<file path="src/rtl/ptcc_pkg.sv">
// ----------------------------------------------------------------------------
// ptcc_pkg: shared types and constants for the paged tag cache commit unit
// Field widths, saturation limit and the controller/datapath interface.
// ----------------------------------------------------------------------------
package ptcc_pkg;

	localparam int TAG_W   = 32;
	localparam int ENTRY_W = 64;
	localparam int IDX_W   = 4;
	localparam int VIOL_W  = 16;

	localparam logic [VIOL_W-1:0] VIOL_MAX = {VIOL_W{1'b1}};

	// commands from the controller to the datapath
	typedef struct packed {
		logic load;    // capture the input word
		logic match;   // tag compare and fill read
		logic commit;  // update state and load the result word
	} ptcc_cmd_t;

	// status from the datapath to the controller
	typedef struct packed {
		logic out_free;  // result register can take a new word this cycle
	} ptcc_sts_t;

endpackage

</file>
<file path="src/rtl/ptcc_ctrl.sv">
// ----------------------------------------------------------------------------
// ptcc_ctrl: commit sequencer
// Steps each accepted word through match and commit, and drives in_stall.
// ----------------------------------------------------------------------------
module ptcc_ctrl import ptcc_pkg::*; (
	input  logic      clk,
	input  logic      arst_n,
	input  logic      in_valid,
	output logic      in_stall,
	input  ptcc_sts_t sts,
	output ptcc_cmd_t cmd
);

	typedef enum logic [1:0] {
		ST_IDLE,
		ST_MATCH,
		ST_COMMIT
	} state_t;

	state_t state_q;
	logic   accept;
	logic   commit_go;

	// a new word enters when idle or while the current one commits
	assign commit_go = (state_q == ST_COMMIT) && sts.out_free;
	assign in_stall  = !((state_q == ST_IDLE) || commit_go);
	assign accept    = in_valid && !in_stall;

	assign cmd.load   = accept;
	assign cmd.match  = (state_q == ST_MATCH);
	assign cmd.commit = commit_go;

	// state register
	always_ff @(posedge clk or negedge arst_n) begin
		if (!arst_n) begin
			state_q <= ST_IDLE;
		end else begin
			case (state_q)
				ST_IDLE: begin
					if (accept) state_q <= ST_MATCH;
				end
				ST_MATCH: begin
					state_q <= ST_COMMIT;
				end
				ST_COMMIT: begin
					if (commit_go) state_q <= accept ? ST_MATCH : ST_IDLE;
				end
				default: begin
					state_q <= ST_IDLE;
				end
			endcase
		end
	end

endmodule

</file>
<file path="src/rtl/ptcc_dp.sv">
// ----------------------------------------------------------------------------
// ptcc_dp: commit datapath
// Page tags, fill memory, entry memory, allocation pointer, violation counter
// and the result register.
// ----------------------------------------------------------------------------
module ptcc_dp import ptcc_pkg::*; #(
	parameter int PAGES = 16,
	parameter int SLOTS = 16
) (
	input  logic               clk,
	input  logic               arst_n,
	input  ptcc_cmd_t          cmd,
	output ptcc_sts_t          sts,
	input  logic [TAG_W-1:0]   commit_tag,
	input  logic [ENTRY_W-1:0] entry_hash,
	input  logic               out_stall,
	output logic               out_valid,
	output logic               rejected,
	output logic [IDX_W-1:0]   page_index,
	output logic [VIOL_W-1:0]  violation_count,
	output logic               store_ok
);

	localparam int PW = $clog2(PAGES);
	localparam int FW = $clog2(SLOTS + 1);
	localparam int SW = (SLOTS > 1) ? $clog2(SLOTS) : 1;
	localparam int AW = (PAGES * SLOTS > 1) ? $clog2(PAGES * SLOTS) : 1;
	localparam logic [PW-1:0] LAST_PAGE = PW'(PAGES - 1);

	// input word
	logic [TAG_W-1:0]   tag_q;
	logic [ENTRY_W-1:0] entry_q;

	// page state
	logic [TAG_W-1:0]   tags_q [PAGES];
	logic [FW-1:0]      fill_mem [PAGES];
	logic [ENTRY_W-1:0] entry_mem [PAGES * SLOTS];
	logic [PW-1:0]      alloc_q;
	logic [VIOL_W-1:0]  viol_q;
	logic               ovf_q;

	// match stage results
	logic [PW-1:0] page_q;
	logic          hit_q;
	logic [FW-1:0] fill_rd_q;

	// result register
	logic              out_valid_q;
	logic              rejected_q;
	logic [IDX_W-1:0]  page_index_q;
	logic [VIOL_W-1:0] viol_out_q;
	logic              store_ok_q;

	logic               hit;
	logic [PW-1:0]      hit_page;
	logic               tag_zero;
	logic [FW-1:0]      fill_cur;
	logic [SW-1:0]      slot;
	logic [FW-1:0]      fill_new;
	logic               fill_ovf;
	logic [AW-1:0]      wr_addr;
	logic [VIOL_W-1:0]  viol_next;
	logic [PW+IDX_W-1:0] page_ext;

	// tag compare over all pages, highest match wins
	always_comb begin
		hit      = 1'b0;
		hit_page = '0;
		for (int p = 0; p < PAGES; p++) begin
			if (tags_q[p] == tag_q) begin
				hit      = 1'b1;
				hit_page = PW'(p);
			end
		end
	end

	// slot selection and write address
	assign tag_zero  = (tag_q == '0);
	assign fill_cur  = hit_q ? fill_rd_q : '0;
	assign slot      = (fill_cur >= FW'(SLOTS)) ? '0 : fill_cur[SW-1:0];
	assign fill_new  = FW'(slot) + FW'(1);
	assign fill_ovf  = (fill_new > FW'(SLOTS));
	assign wr_addr   = AW'(page_q) * AW'(SLOTS) + AW'(slot);
	assign viol_next = (tag_zero && (viol_q != VIOL_MAX)) ? viol_q + VIOL_W'(1) : viol_q;
	assign page_ext  = {{IDX_W{1'b0}}, page_q};

	assign sts.out_free = !out_valid_q || !out_stall;

	// input capture
	always_ff @(posedge clk) begin
		if (cmd.load) begin
			tag_q   <= commit_tag;
			entry_q <= entry_hash;
		end
	end

	// match stage: pick page and read its fill count
	always_ff @(posedge clk) begin
		if (cmd.match) begin
			hit_q     <= hit;
			page_q    <= hit ? hit_page : alloc_q;
			fill_rd_q <= fill_mem[hit_page];
		end
	end

	// fill and entry memories
	always_ff @(posedge clk) begin
		if (cmd.commit && !tag_zero) begin
			fill_mem[page_q]   <= fill_new;
			entry_mem[wr_addr] <= entry_q;
		end
	end

	// tags, allocation pointer, counters
	always_ff @(posedge clk or negedge arst_n) begin
		if (!arst_n) begin
			for (int p = 0; p < PAGES; p++) tags_q[p] <= '0;
			alloc_q <= '0;
			viol_q  <= '0;
			ovf_q   <= 1'b0;
		end else if (cmd.commit) begin
			viol_q <= viol_next;
			if (!tag_zero) begin
				ovf_q <= ovf_q | fill_ovf;
				if (!hit_q) begin
					tags_q[page_q] <= tag_q;
					alloc_q        <= (page_q == LAST_PAGE) ? '0 : page_q + PW'(1);
				end
			end
		end
	end

	// result word valid
	always_ff @(posedge clk or negedge arst_n) begin
		if (!arst_n) begin
			out_valid_q <= 1'b0;
		end else if (cmd.commit) begin
			out_valid_q <= 1'b1;
		end else if (!out_stall) begin
			out_valid_q <= 1'b0;
		end
	end

	// result word payload
	always_ff @(posedge clk) begin
		if (cmd.commit) begin
			rejected_q   <= tag_zero;
			page_index_q <= tag_zero ? '0 : page_ext[IDX_W-1:0];
			viol_out_q   <= viol_next;
			store_ok_q   <= (viol_next == '0) && !(ovf_q || (!tag_zero && fill_ovf));
		end
	end

	assign out_valid       = out_valid_q;
	assign rejected        = rejected_q;
	assign page_index      = page_index_q;
	assign violation_count = viol_out_q;
	assign store_ok        = store_ok_q;

endmodule

</file>
<file path="src/rtl/paged_tag_cache_commit_unit.sv">
// ----------------------------------------------------------------------------
// paged_tag_cache_commit_unit: input capture, tag compare, then fill read-modify-write
// and result register at commit, held by out_stall; next word taken as the last commits
// reset clears tags, allocation pointer, counter and overflow flag; no clear pass
// ----------------------------------------------------------------------------
module paged_tag_cache_commit_unit import ptcc_pkg::*; #(
	parameter int PAGES = 16,
	parameter int SLOTS = 16
) (
	input  logic               clk,
	input  logic               arst_n,
	input  logic               in_valid,
	output logic               in_stall,
	input  logic [TAG_W-1:0]   commit_tag,
	input  logic [ENTRY_W-1:0] entry_hash,
	output logic               out_valid,
	input  logic               out_stall,
	output logic               rejected,
	output logic [IDX_W-1:0]   page_index,
	output logic [VIOL_W-1:0]  violation_count,
	output logic               store_ok
);

	ptcc_cmd_t cmd;
	ptcc_sts_t sts;

	// sequencer
	ptcc_ctrl u_ctrl (
		.clk      (clk),
		.arst_n   (arst_n),
		.in_valid (in_valid),
		.in_stall (in_stall),
		.sts      (sts),
		.cmd      (cmd)
	);

	// datapath
	ptcc_dp #(
		.PAGES (PAGES),
		.SLOTS (SLOTS)
	) u_dp (
		.clk             (clk),
		.arst_n          (arst_n),
		.cmd             (cmd),
		.sts             (sts),
		.commit_tag      (commit_tag),
		.entry_hash      (entry_hash),
		.out_stall       (out_stall),
		.out_valid       (out_valid),
		.rejected        (rejected),
		.page_index      (page_index),
		.violation_count (violation_count),
		.store_ok        (store_ok)
	);

	// no two words accepted on back-to-back edges
	assert property (@(posedge clk) disable iff (!arst_n)
		(in_valid && !in_stall) |=> !(in_valid && !in_stall))
		else $error("input accepted on consecutive cycles");

	// a rejected word reports page zero and a failed integrity flag
	assert property (@(posedge clk) disable iff (!arst_n)
		(out_valid && rejected) |-> (page_index == '0) && !store_ok)
		else $error("rejected word with page index or store_ok set");

	// integrity flag only with a clean violation count
	assert property (@(posedge clk) disable iff (!arst_n)
		(out_valid && store_ok) |-> (violation_count == '0))
		else $error("store_ok with nonzero violation count");

endmodule

</file>
<file path="config.mk">
export PLATFORM = sky130hd
export DESIGN_NAME = paged_tag_cache_commit_unit
export DESIGN_NICKNAME = d
export VERILOG_FILES = /design/src/rtl/ptcc_pkg.sv /design/src/rtl/ptcc_ctrl.sv /design/src/rtl/ptcc_dp.sv /design/src/rtl/paged_tag_cache_commit_unit.sv
export SDC_FILE = /design/constraint.sdc
export NUM_CORES = 1
export LEC_CHECK = 0
export BUFFER_PORTS_ARGS = -buffer_cell sky130_fd_sc_hd__buf_2
export CORE_AREA = 10 10 336 338
export DETAILED_ROUTE_END_ITERATION = 10
export DIE_AREA = 0 0 346 348
export GPL_ROUTABILITY_DRIVEN = 0
export PLACE_DENSITY = 0.47
export SLEW_MARGIN = 10
export SYNTH_ARGS = -nofsm -noshare
export SYNTH_HDL_FRONTEND = slang
export SYNTH_HIERARCHICAL = 1
export SYNTH_SLANG_ARGS = --single-unit
</file>
<file path="constraint.sdc">
create_clock -name clk -period 3.5 [get_ports clk]
set_input_delay 0.175 -clock clk [delete_from_list [all_inputs] [get_ports clk]]
set_output_delay 0.175 -clock clk [all_outputs]
set_load 0.005 [all_outputs]
</file>
==> metrics.md, run 1 <==
| Metric | Value |
|---|---|
| Seq cells post-synth | `680` |
| Cells after Synth | `~2400` |
| Via count of the first global-routing pass | `about 21000` |
| WL/cell | `approximately 22 um` |
| H-tree depth | `3` |
| Congestion Overflow GR | `0` |
| DP HPWL | `around 63000 um` |
| Post-synth EDFFs | `144` |
| Initial antenna violation count | `2` |
| Status | `complete, but fails checks` |
| Site Rows | `between 100 and 150` |
| Start point of the critical path | `u_dp/tag_q[9]` |
| RSZ-0062 raised after global routing | `true` |
| Maximum buffer depth of the clock tree | `3` |
| Core ar. | `roughly 110000 sq um` |
| Synth top area share | `approximately two fifths` |
| Critical Path RT | `between 3 and 4 ns` |
| Crit-path cells | `buf_12 > buf_12 > buf_4 > xor2_1 > nor4_4 > buf_4 > nand4_1 > buf_4 > a211oi_4 > buf_6 > o21ai_4 > a21oi_4 > buf_12 > mux2i_2 > a211oi_2 > a211o_1` |
| Area of the multi-input gates | `~14000 sq um` |
| ANT nets after route | `0` |
| Max cap viols | `0` |
| Final Core Density | `38.08%` |
| Worst-Skew Late Latency | `0.65 ns` |
| # fillers | `just over 10000` |
| WS Path Type | `reg2reg` |
| I/O pin count | `124` |
| Critical Path Slowest Stage Cell | `edfxtp_1` |
| Top cells by area, synth | `dfrtp_1, mux2_2, edfxtp_1` |
| CP endpoint kind | `register` |
| Leading cell types by count after synthesis | `dfrtp_1, mux2_2, xor2_1` |
| Slew Limit Fails | `0` |
| Synth warn | `6` |
| Layout area overhead | `23.64%` |
| Violated checks | `setup timing` |
| Max rail drop VDD | `roughly 0.42 mV` |
| Setup ws final | `-0.05742 ns` |
| # DRC | `0` |
| Via Count | `19920` |
| Least-Margin Pin Slew | `roughly 1.1 ns` |
| IO buf count | `just under 60` |
| First-pass GRT wire length | `approximately 140000 um` |
| Crit-path max FO | `17` |
| R2r startpoint | `u_dp/tag_q[9]` |
| Pwr/cell area | `slightly below 600 nW/um^2` |
| Pwr Total | `0.02402 W` |
| Chip height | `348 um` |
| Worst path bufs/invs | `7` |
| Placed Area | `roughly 36000 sq um` |
| Top_reg_cell synth | `dfrtp_1` |
| Sequential Area | `~18000 sq um` |
| Final clock skew | `between 0.02 and 0.025 ns` |
| Synth Area in XOR/XNOR | `roughly 15%` |
| Count leader, synth | `dfrtp_1` |
| Post-synthesis sequential area ratio | `54.18%` |
| Final hold violation count | `0` |
| Die area | `120400 sq um` |
| Mux cell area share after synthesis | `18.17%` |
| Overall Global Routing Usage | `approximately 15%` |
| Worst Path Arrival | `3.95 ns` |
| DIE WIDTH | `roughly 350 um` |
| Design area | `about 40000 sq um` |
| Initial DRC Count | `973` |
| Clk root buf | `clkbuf_16` |
| Final #Nets | `2847` |
| Post-synth ARST share | `~79%` |
| Syn_nets | `approximately 2500` |
| CP startpoint kind | `register` |
| Period utilization | `101.6%` |
| Largest family of logic cells by synthesized area | `multiplexers` |
| Relative slew slack | `about a quarter` |
| Mapped Area | `between 30000 and 40000 sq um` |
| Avg Cell Area, Syn | `approximately 13 sq um` |
| TritonCTS clock tree | `yes` |
| Post-Synth Simple-Gate Area | `around 6.4%` |
| Clock transition at the registers of the reported paths | `~0.06 ns` |
| Netlist cell types | `between 60 and 70` |
| Via density | `~4.7` |
| Initial Utilization | `roughly 31%` |
| Complex-gate fraction of the synthesized area | `under 10%` |
| Drt pass-1 iters | `4` |
| Num CTS Buffers | `between 80 and 90` |
| Sum Neg Setup Slack | `-0.2237 ns` |
| Final setup violating endpoints | `5` |
| Fraction of layout cells with a size suffix above 1 | `around two fifths` |
| Largest net degree at the start of global routing | `85` |
| Final wirelength | `92990 um` |
| Crit path time final | `roughly 3.6 ns` |
| Worst hold-check path type | `in2async` |
| Delay-heaviest family, CP | `buffers and inverters` |
| CTS Sinks | `just under 700` |
| Max Fclk | `about 280 MHz` |
| Leakage | `approximately 18 nW` |
| Max stage delay on crit path | `a little over 0.4 ns` |
| Adder-cell area share of the yosys netlist | `less than 1%` |
| Largest area contributor in the netlist | `dfrtp_1` |
-- report_power, final --
part | total [W] | switching, W | internal (W)
registers | 0.0108 | 0.00104 | 0.00971
clock network | 0.00870 | 0.00350 | 0.00520
logic | 0.00456 | 0.00206 | 0.00250
total | 0.0240 | 0.00661 | 0.0174
-- flip-flops by register name, indices dropped and copies added, names as in the netlist --
name                  count
u_dp/rejected             1
u_dp/violation_count     16
u_dp/store_ok             1
u_dp/fill_rd_q            5
u_dp/page_index           4
u_dp/viol_q              16
u_ctrl/state_q            2
u_dp/hit_q                1
u_dp/page_q               4
u_dp/tag_q               32
u_dp/tags_q             512
u_dp/out_valid            1
u_dp/fill_mem            80
u_dp/ovf_q                1
u_dp/alloc_q              4
-- layout by cell type, fill, tap and decap left out, drive strengths merged, types with 23 or more instances in the layout --
cell type    instances
nor2                53
buf                386
a211oi              33
xor2               359
nor4               110
dfrtp              536
mux2               515
clkbuf             110
nand2               73
edfxtp             144
xnor2              187
dlygate4sd3         35
inv                 26
nand4               66
clkinv              23
-- worst register-to-register path, delay by kind of cell (launching register included) --
| kind | cells | cell delay (ns) |
|---|---|---|
| multiplexers | 1 | 0.26 |
| AO/OA/AOI/OAI | 5 | 0.88 |
| buffers and inverters | 7 | 1.18 |
| flip-flops | 1 | 0.41 |
| XOR/XNOR | 1 | 0.18 |
| AND/OR/NAND/NOR | 2 | 0.40 |
-- metal layers --
metal | wire length [um] | vias up | global-route usage [%] | share of wire [%]
met2 | 43800 | 297 | 25.27 | 47
met5 | 0 | - | 0 | 0
met3 | 3223 | 142 | 2.727 | 3.5
li1 | - | 9156 | - | -
met1 | 43490 | 10320 | 20.25 | 47
met4 | 2477 | 0 | 4.469 | 2.7
-- final cells by class --
cell class	instances	area share (%)
antenna	1	0.006183
timing repair buffer	421	9.846
inverter	21	0.1948
clock inverter	38	1.029
multi-input combinational	1535	35.01
clock buffer	110	5.756
sequential	680	43.82
tap	1403	4.337
-- repair_timing --
item                                   in CTS  in global routing
pin swaps                                  36                  7
gates cloned                                1                  0
endpoints found under the hold margin     109                  0
gates resized for setup                   101                 29
buffers inserted                           20                  4
setup endpoints to repair                  11                  6
hold buffers                               35                  0
-- cell families (layout without fill, tap and decap cells) --
logic type / Yosys count / in the layout
compound gates: 86 / 86
xor+xnor: 546 / 546
fa+ha+maj: 6 / 6
buf+inv: 221 / 590
flops: 680 / 680
mux: 530 / 530
other cells: 0 / 1
simple gates: 367 / 367
-- path summary, 6_finish.rpt --
kind	to	slack (ns)	cells after the start
setup / recovery	u_dp/fill_rd_q[0]	-0.06	16
hold / removal	u_dp/tags_q[86]	0.17	2
setup reg to reg	u_dp/fill_rd_q[0]	-0.06	16
hold reg to reg	u_dp/ovf_q	0.50	2
max in group asynchronous	u_dp/tags_q[225]	2.23	3
min in group clk	u_dp/tag_q[5]	0.22	2
-- stage by stage --
step	hold slack [ns]	instances	setup WS, ns
final	0.1678	4209	-0.05742
after global routing	0.2153	4208	-0.1906
after CTS	0.1715	4204	-0.04379
after detailed placement	0.2806	4000	-1.108
after global placement	0.2864	4000	-1.109
after floorplan	-0.1206	2436	0.08407
Power figures use the tool's default switching activity.
==> inputs of run 2 (changes only) <==
Settings changed: CORE_AREA 10 10 336 338 to 4 4 330 332, DIE_AREA 0 0 346 348 to 0 0 334 336, PLACE_DENSITY 0.47 to 0.5.
==> metrics.md, run 2 (synthesized netlist as in run 1, its figures left out) <==
| Metric | Value |
|---|---|
| Registers with the most flip-flops | `u_dp/tags_q: 512 flops, u_dp/fill_mem: 80 flops, u_dp/tag_q: 32 flops` |
| Largest net degree at the start of global routing | `between 100 and 150` |
| Overall Global Routing Usage | `around 16%` |
| Top reg by flops | `u_dp/tags_q` |
| R2r startpoint | `u_dp/tag_q[3]` |
| Layout area overhead | `24.35%` |
| Relative slew slack | `30.25%` |
| Most common cell after layout, fill and taps aside | `dfrtp_1` |
| Final Non-Filler Cells | `about 4200` |
| Setup ws final | `-0.1928 ns` |
| WS Path Type | `reg2reg` |
| Crit-path max FO | `8` |
| Fraction of layout cells with a size suffix above 1 | `40.95%` |
| R2R Setup Slk | `-0.19 ns` |
| Crit Reg-Reg Endpoint | `u_dp/fill_rd_q[2]` |
| Largest register FFs | `slightly above 500` |
| Die area | `112200 sq um` |
| Initial Utilization | `30.80%` |
| Drt pass-1 iters | `4` |
| Cell Int Power | `between 0.015 and 0.02 W` |
| Placed instance count | `3989` |
| # DRC | `0` |
| Clk root buf | `clkbuf_16` |
| ANT nets after route | `0` |
| Via count of the first global-routing pass | `20930` |
| Clock share of power | `about 36%` |
| Violated checks | `setup timing` |
| Max cap viols | `0` |
| Chip height | `between 300 and 400 um` |
| Final setup violating endpoints | `5` |
| Leakage | `~19 nW` |
| Slew Limit Fails | `0` |
| Initial DRC Count | `1022` |
| Pre-CTS WS | `-0.4851 ns` |
| CP endpoint kind | `register` |
| Maximum buffer depth of the clock tree | `3` |
| Core ar. | `around 110000 sq um` |
| H-tree depth | `3` |
| Final hold violation count | `0` |
| # diodes | `0` |
| Max rail drop VDD | `roughly 0.38 mV` |
| Sum Neg Setup Slack | `-0.7567 ns` |
| I/O pin count | `about 120` |
| Worst-Skew Late Latency | `0.64 ns` |
| Met1 WL | `between 40000 and 50000 um` |
| IO buf count | `59` |
| Period utilization | `105.5%` |
| Switching power | `approximately 0.0064 W` |
| Least-Margin Pin Slew | `~1.0 ns` |
| Via density | `~4.8` |
| Status | `complete, but fails checks` |
| Flop pwr share | `45.3%` |
| Max Fclk | `approximately 270 MHz` |
| DP HPWL | `around 60000 um` |
| Clock transition at the registers of the reported paths | `roughly 0.06 ns` |
| Final wirelength | `~90000 um` |
| Worst hold-check path type | `in2async` |
| Final #Nets | `around 2900` |
| DIE WIDTH | `334 um` |
| First-pass GRT wire length | `134100 um` |
| Switch share | `26.87%` |
| DR WL met3 | `2715 um` |
| TritonCTS clock tree | `yes` |
| R2R cell count | `18` |
| RSZ-0062 raised after global routing | `true` |
| Initial antenna violation count | `2` |
| # fillers | `10140` |
| DR top layer | `met4` |
| Site Rows | `120` |
| Worst Hold Slack | `about 0.09 ns` |
| Worst Path Arrival | `roughly 4.1 ns` |
| Logic pwr share | `about a fifth` |
| Critical Path RT | `just under 4 ns` |
| Met2 Wirelength | `a little over 40000 um` |
| Congestion Overflow GR | `0` |
| Final clock skew | `between 0.03 and 0.04 ns` |
| CP startpoint kind | `register` |
| Crit path time final | `about 3.7 ns` |
| Pwr/cell area | `584.4 nW/um^2` |
| Via Count | `20030` |
| Most frequent cells in the layout | `dfrtp_1, mux2_2, xor2_1, buf_4, xnor2_1` |
| WL/cell | `between 20 and 25 um` |
| CTS Sinks | `slightly below 700` |
| Num CTS Buffers | `79` |
run 2: cell types whose count changed in the layout (fill, tap and decap cells not counted), sizes merged, moves of 2 or more:
cell / previous run / this run
buf: 386 / 400
bufinv: 7 / 5
inv: 26 / 23
clkinvlp: 3 / 1
clkinv: 23 / 14
clkbuf: 110 / 120
run 2: repair_timing:
action | 4_1_cts | 5_1_grt
hold endpoints to repair | 371 | 0
setup endpoints to repair | 6 | 6
gates cloned | 1 | 0
pin swaps | 37 | 22
resized for setup | 97 | 40
hold buffers | 35 | 0
buffers inserted | 33 | 17
run 2: worst max-delay path by stage:
stage	start	to	slack [ns]	cells after the start
final	u_dp/tag_q[3]	u_dp/fill_rd_q[2]	-0.19	18
after global routing	u_dp/tag_q[18]	u_dp/fill_rd_q[1]	-0.35	16
after CTS	u_dp/tag_q[4]	u_dp/fill_rd_q[3]	-0.15	18
after detailed placement	u_dp/tag_q[18]	u_dp/fill_rd_q[2]	-0.49	15
after global placement	u_dp/tag_q[8]	u_dp/fill_rd_q[1]	-0.38	14
after floorplan	u_dp/tag_q[30]	u_dp/store_ok	0.08	13
run 2: layer usage:
layer | vias up | track usage, %
li1 | 9153 | -
met1 | 10430 | 21.96
met4 | 0 | 4.840
met3 | 145 | 2.219
met2 | 300 | 25.74
met5 | - | 0
run 2: area by class of cell:
| cell class | count | area (sq um) | area share [%] |
|---|---|---|---|
| Timing Repair Buffer | 435 | 4264 | 10.48 |
| Tap cell | 1403 | 1755 | 4.312 |
| Clock buffer | 120 | 2427 | 5.963 |
| Sequential cell | 680 | 17740 | 43.57 |
| Clock inverter | 22 | 250.2 | 0.6147 |
| Inverter | 21 | 78.83 | 0.1936 |
| Multi-Input combinational cell | 1535 | 14190 | 34.87 |
run 2: per-stage QoR:
stage / total power, W / util, % / area [sq um]
after floorplan: 0.01376 / - / 32740
after global placement: 0.01505 / 34.34 / 36510
after detailed placement: 0.01524 / 34.34 / 36510
after CTS: 0.02405 / 37.96 / 40350
after global routing: 0.02498 / 38.29 / 40710
final: 0.02379 / 38.29 / 40710
run 2: critical path, stage by stage (launching register included):
cell      delay [ns]
edfxtp_1        0.36
buf_4           0.19
buf_12          0.16
xnor2_1         0.16
nand4_1         0.17
nor4_4          0.40
buf_4           0.18
nand4_1         0.09
buf_6           0.16
buf_4           0.12
a21o_1          0.19
o21ai_4         0.21
a21oi_4         0.09
buf_12          0.16
buf_12          0.14
buf_6           0.14
a21oi_2         0.14
a221oi_1        0.10
a211o_1         0.27
run 2: power by group through the flow:
stage               clock network [W]  logic [W]  registers (W)
floorplan                           0    0.00313         0.0106
global route                  0.00906    0.00497         0.0110
global placement                    0    0.00425         0.0108
finish                        0.00848    0.00453         0.0108
detailed placement                  0    0.00435         0.0109
CTS                           0.00874    0.00455         0.0108
==> inputs of run 3 (changes only) <==
==> constraint.sdc (replaced) <==
create_clock -name clk -period 3.5 [get_ports clk]
set_input_delay 0.35 -clock clk [delete_from_list [all_inputs] [get_ports clk]]
set_output_delay 0.35 -clock clk [all_outputs]
set_load 0.005 [all_outputs]
==> metrics.md, run 3 (synthesized netlist as in run 1, its figures left out) <==
| Metric | Value |
|---|---|
| Via count of the first global-routing pass | `approximately 21000` |
| CP endpoint kind | `register` |
| Slew Limit Fails | `0` |
| Worst Path Arrival | `between 3 and 4 ns` |
| Num CTS Buffers | `roughly 80` |
| Design area | `just over 40000 sq um` |
| # DRC | `0` |
| WS Path Type | `reg2reg` |
| Via density | `approximately 4.7` |
| IO buf count | `59` |
| Initial Utilization | `30.80%` |
| M1 GR Usage | `21.72%` |
| Period utilization | `102.7%` |
| Least-Margin Pin Slew | `between 1 and 1.5 ns` |
| Most crowded layer after global routing | `met2` |
| Pre-CTS WS | `-0.4772 ns` |
| Status | `complete, but fails checks` |
| WL/cell | `20.87 um` |
| Pwr Total | `~0.024 W` |
| Placed Area | `around 36000 sq um` |
| Largest register FFs | `between 500 and 600` |
| Fraction of layout cells with a size suffix above 1 | `40.56%` |
| Via Count | `19860` |
| Critical Path RT | `3.87 ns` |
| Sum Neg Setup Slack | `-0.3482 ns` |
| Final clock skew | `0.02594 ns` |
| First-pass GRT wire length | `around 130000 um` |
| CTS Sinks | `680` |
| Leakage | `roughly 18 nW` |
| DIE WIDTH | `around 330 um` |
| Registers with the most flip-flops | `u_dp/tags_q: 512 flops, u_dp/fill_mem: 80 flops, u_dp/tag_q: 32 flops` |
| Relative slew slack | `about 30%` |
| Max Fclk | `~280 MHz` |
| Largest net degree at the start of global routing | `between 80 and 90` |
| Most common cell after layout, fill and taps aside | `dfrtp_1` |
| Setup ws final | `-0.09603 ns` |
| Crit path time final | `3.596 ns` |
| Most frequent cells in the layout | `dfrtp_1, mux2_2, xor2_1, buf_4, xnor2_1` |
| CP startpoint kind | `register` |
| Final setup violating endpoints | `5` |
| Chip height | `336 um` |
| Max rail drop VDD | `about 0.37 mV` |
| Worst hold-check path type | `in2async` |
| Worst-Skew Late Latency | `0.62 ns` |
| Layout area overhead | `23.72%` |
| # diodes | `0` |
| Site Rows | `between 100 and 150` |
| Maximum buffer depth of the clock tree | `3` |
| DP HPWL | `58190 um` |
| Final hold violation count | `0` |
| Final wirelength | `87730 um` |
| Die area | `112200 sq um` |
| Violated checks | `setup timing` |
| Top reg by flops | `u_dp/tags_q` |
| TritonCTS clock tree | `yes` |
| Drt pass-1 iters | `5` |
| RSZ-0062 raised after global routing | `true` |
| Clk root buf | `clkbuf_16` |
| Congestion Overflow GR | `0` |
| GR Util met3 | `2.438%` |
| Final #Nets | `approximately 2800` |
| I/O pin count | `124` |
| Initial DRC Count | `between 900 and 1000` |
| Max cap viols | `0` |
| ANT nets after route | `0` |
| H-tree depth | `3` |
| Overall Global Routing Usage | `approximately 16%` |
| Clock transition at the registers of the reported paths | `approximately 0.06 ns` |
| Initial antenna violation count | `1` |
| GR Layer Usage met2 | `~25%` |
| Core ar. | `between 100000 and 150000 sq um` |
| Crit-path max FO | `7` |
| Pwr/cell area | `approximately 580 nW/um^2` |
[run 3: stage by stage]
step	hold slack [ns]	util, %	instances
floorplan	0.05441	-	2436
global placement	0.3919	34.32	3987
detailed placement	0.3864	34.32	3987
CTS	0.3138	37.72	4196
global route	0.3428	38.10	4204
finish	0.3158	38.10	4204
[run 3: critical path: stages, from the launching register on]
cell and delay, ns:
edfxtp_1 0.43, buf_12 0.19, buf_4 0.14, xor2_1 0.15, nor4_1 0.33, nand4_1 0.31, nor2_2 0.23, buf_4 0.16
buf_4 0.12, nor2_1 0.04, o21a_4 0.13, a21oi_4 0.19, buf_12 0.17, buf_12 0.13, mux2i_2 0.22, a211oi_2 0.11
a211o_1 0.28
[run 3: per-layer routing]
metal | wire (um) | vias to the layer above
met5 | 0 | -
met4 | 2039 | 0
met3 | 2782 | 117
met2 | 40650 | 270
met1 | 42260 | 10340
li1 | - | 9135
[run 3: repair_timing]
action | CTS | global route
gates resized for setup | 73 | 57
setup endpoints to repair | 6 | 6
setup buffers | 29 | 11
pin swaps | 43 | 52
endpoints found under the hold margin | 95 | 0
hold buffers | 35 | 0
gates cloned | 2 | 1
[run 3: power breakdown]
group	total [W]	leakage [nW]	internal, W	switching, W
clock	0.00832	1.31	0.00501	0.00330
combinational	0.00448	8.60	0.00251	0.00196
sequential	0.0108	8.54	0.00971	0.00104
[run 3: cell type report]
cell class,count,area [sq um]
Fill cell,10180,65800
Sequential cell,680,17740
Multi-Input combinational cell,1535,14100
Timing Repair Buffer,420,4192
Clock buffer,114,2341
Tap cell,1403,1755
Clock inverter,31,294.0
Inverter,21,78.83
[run 3: final timing paths]
path / slack, ns / depth (start not counted) / endpoint / start
setup / recovery: -0.1 / 16 / u_dp/fill_rd_q[2] / u_dp/tag_q[26]
hold / removal: 0.32 / 2 / u_dp/tags_q[15] / arst_n
setup reg to reg: -0.1 / 16 / u_dp/fill_rd_q[2] / u_dp/tag_q[26]
hold reg to reg: 0.51 / 1 / u_dp/tags_q[30] / u_dp/tags_q[30]
max in group asynchronous: 1.95 / 4 / u_dp/tags_q[412] / arst_n
min in group clk: 0.43 / 2 / u_dp/tag_q[5] / commit_tag[5]
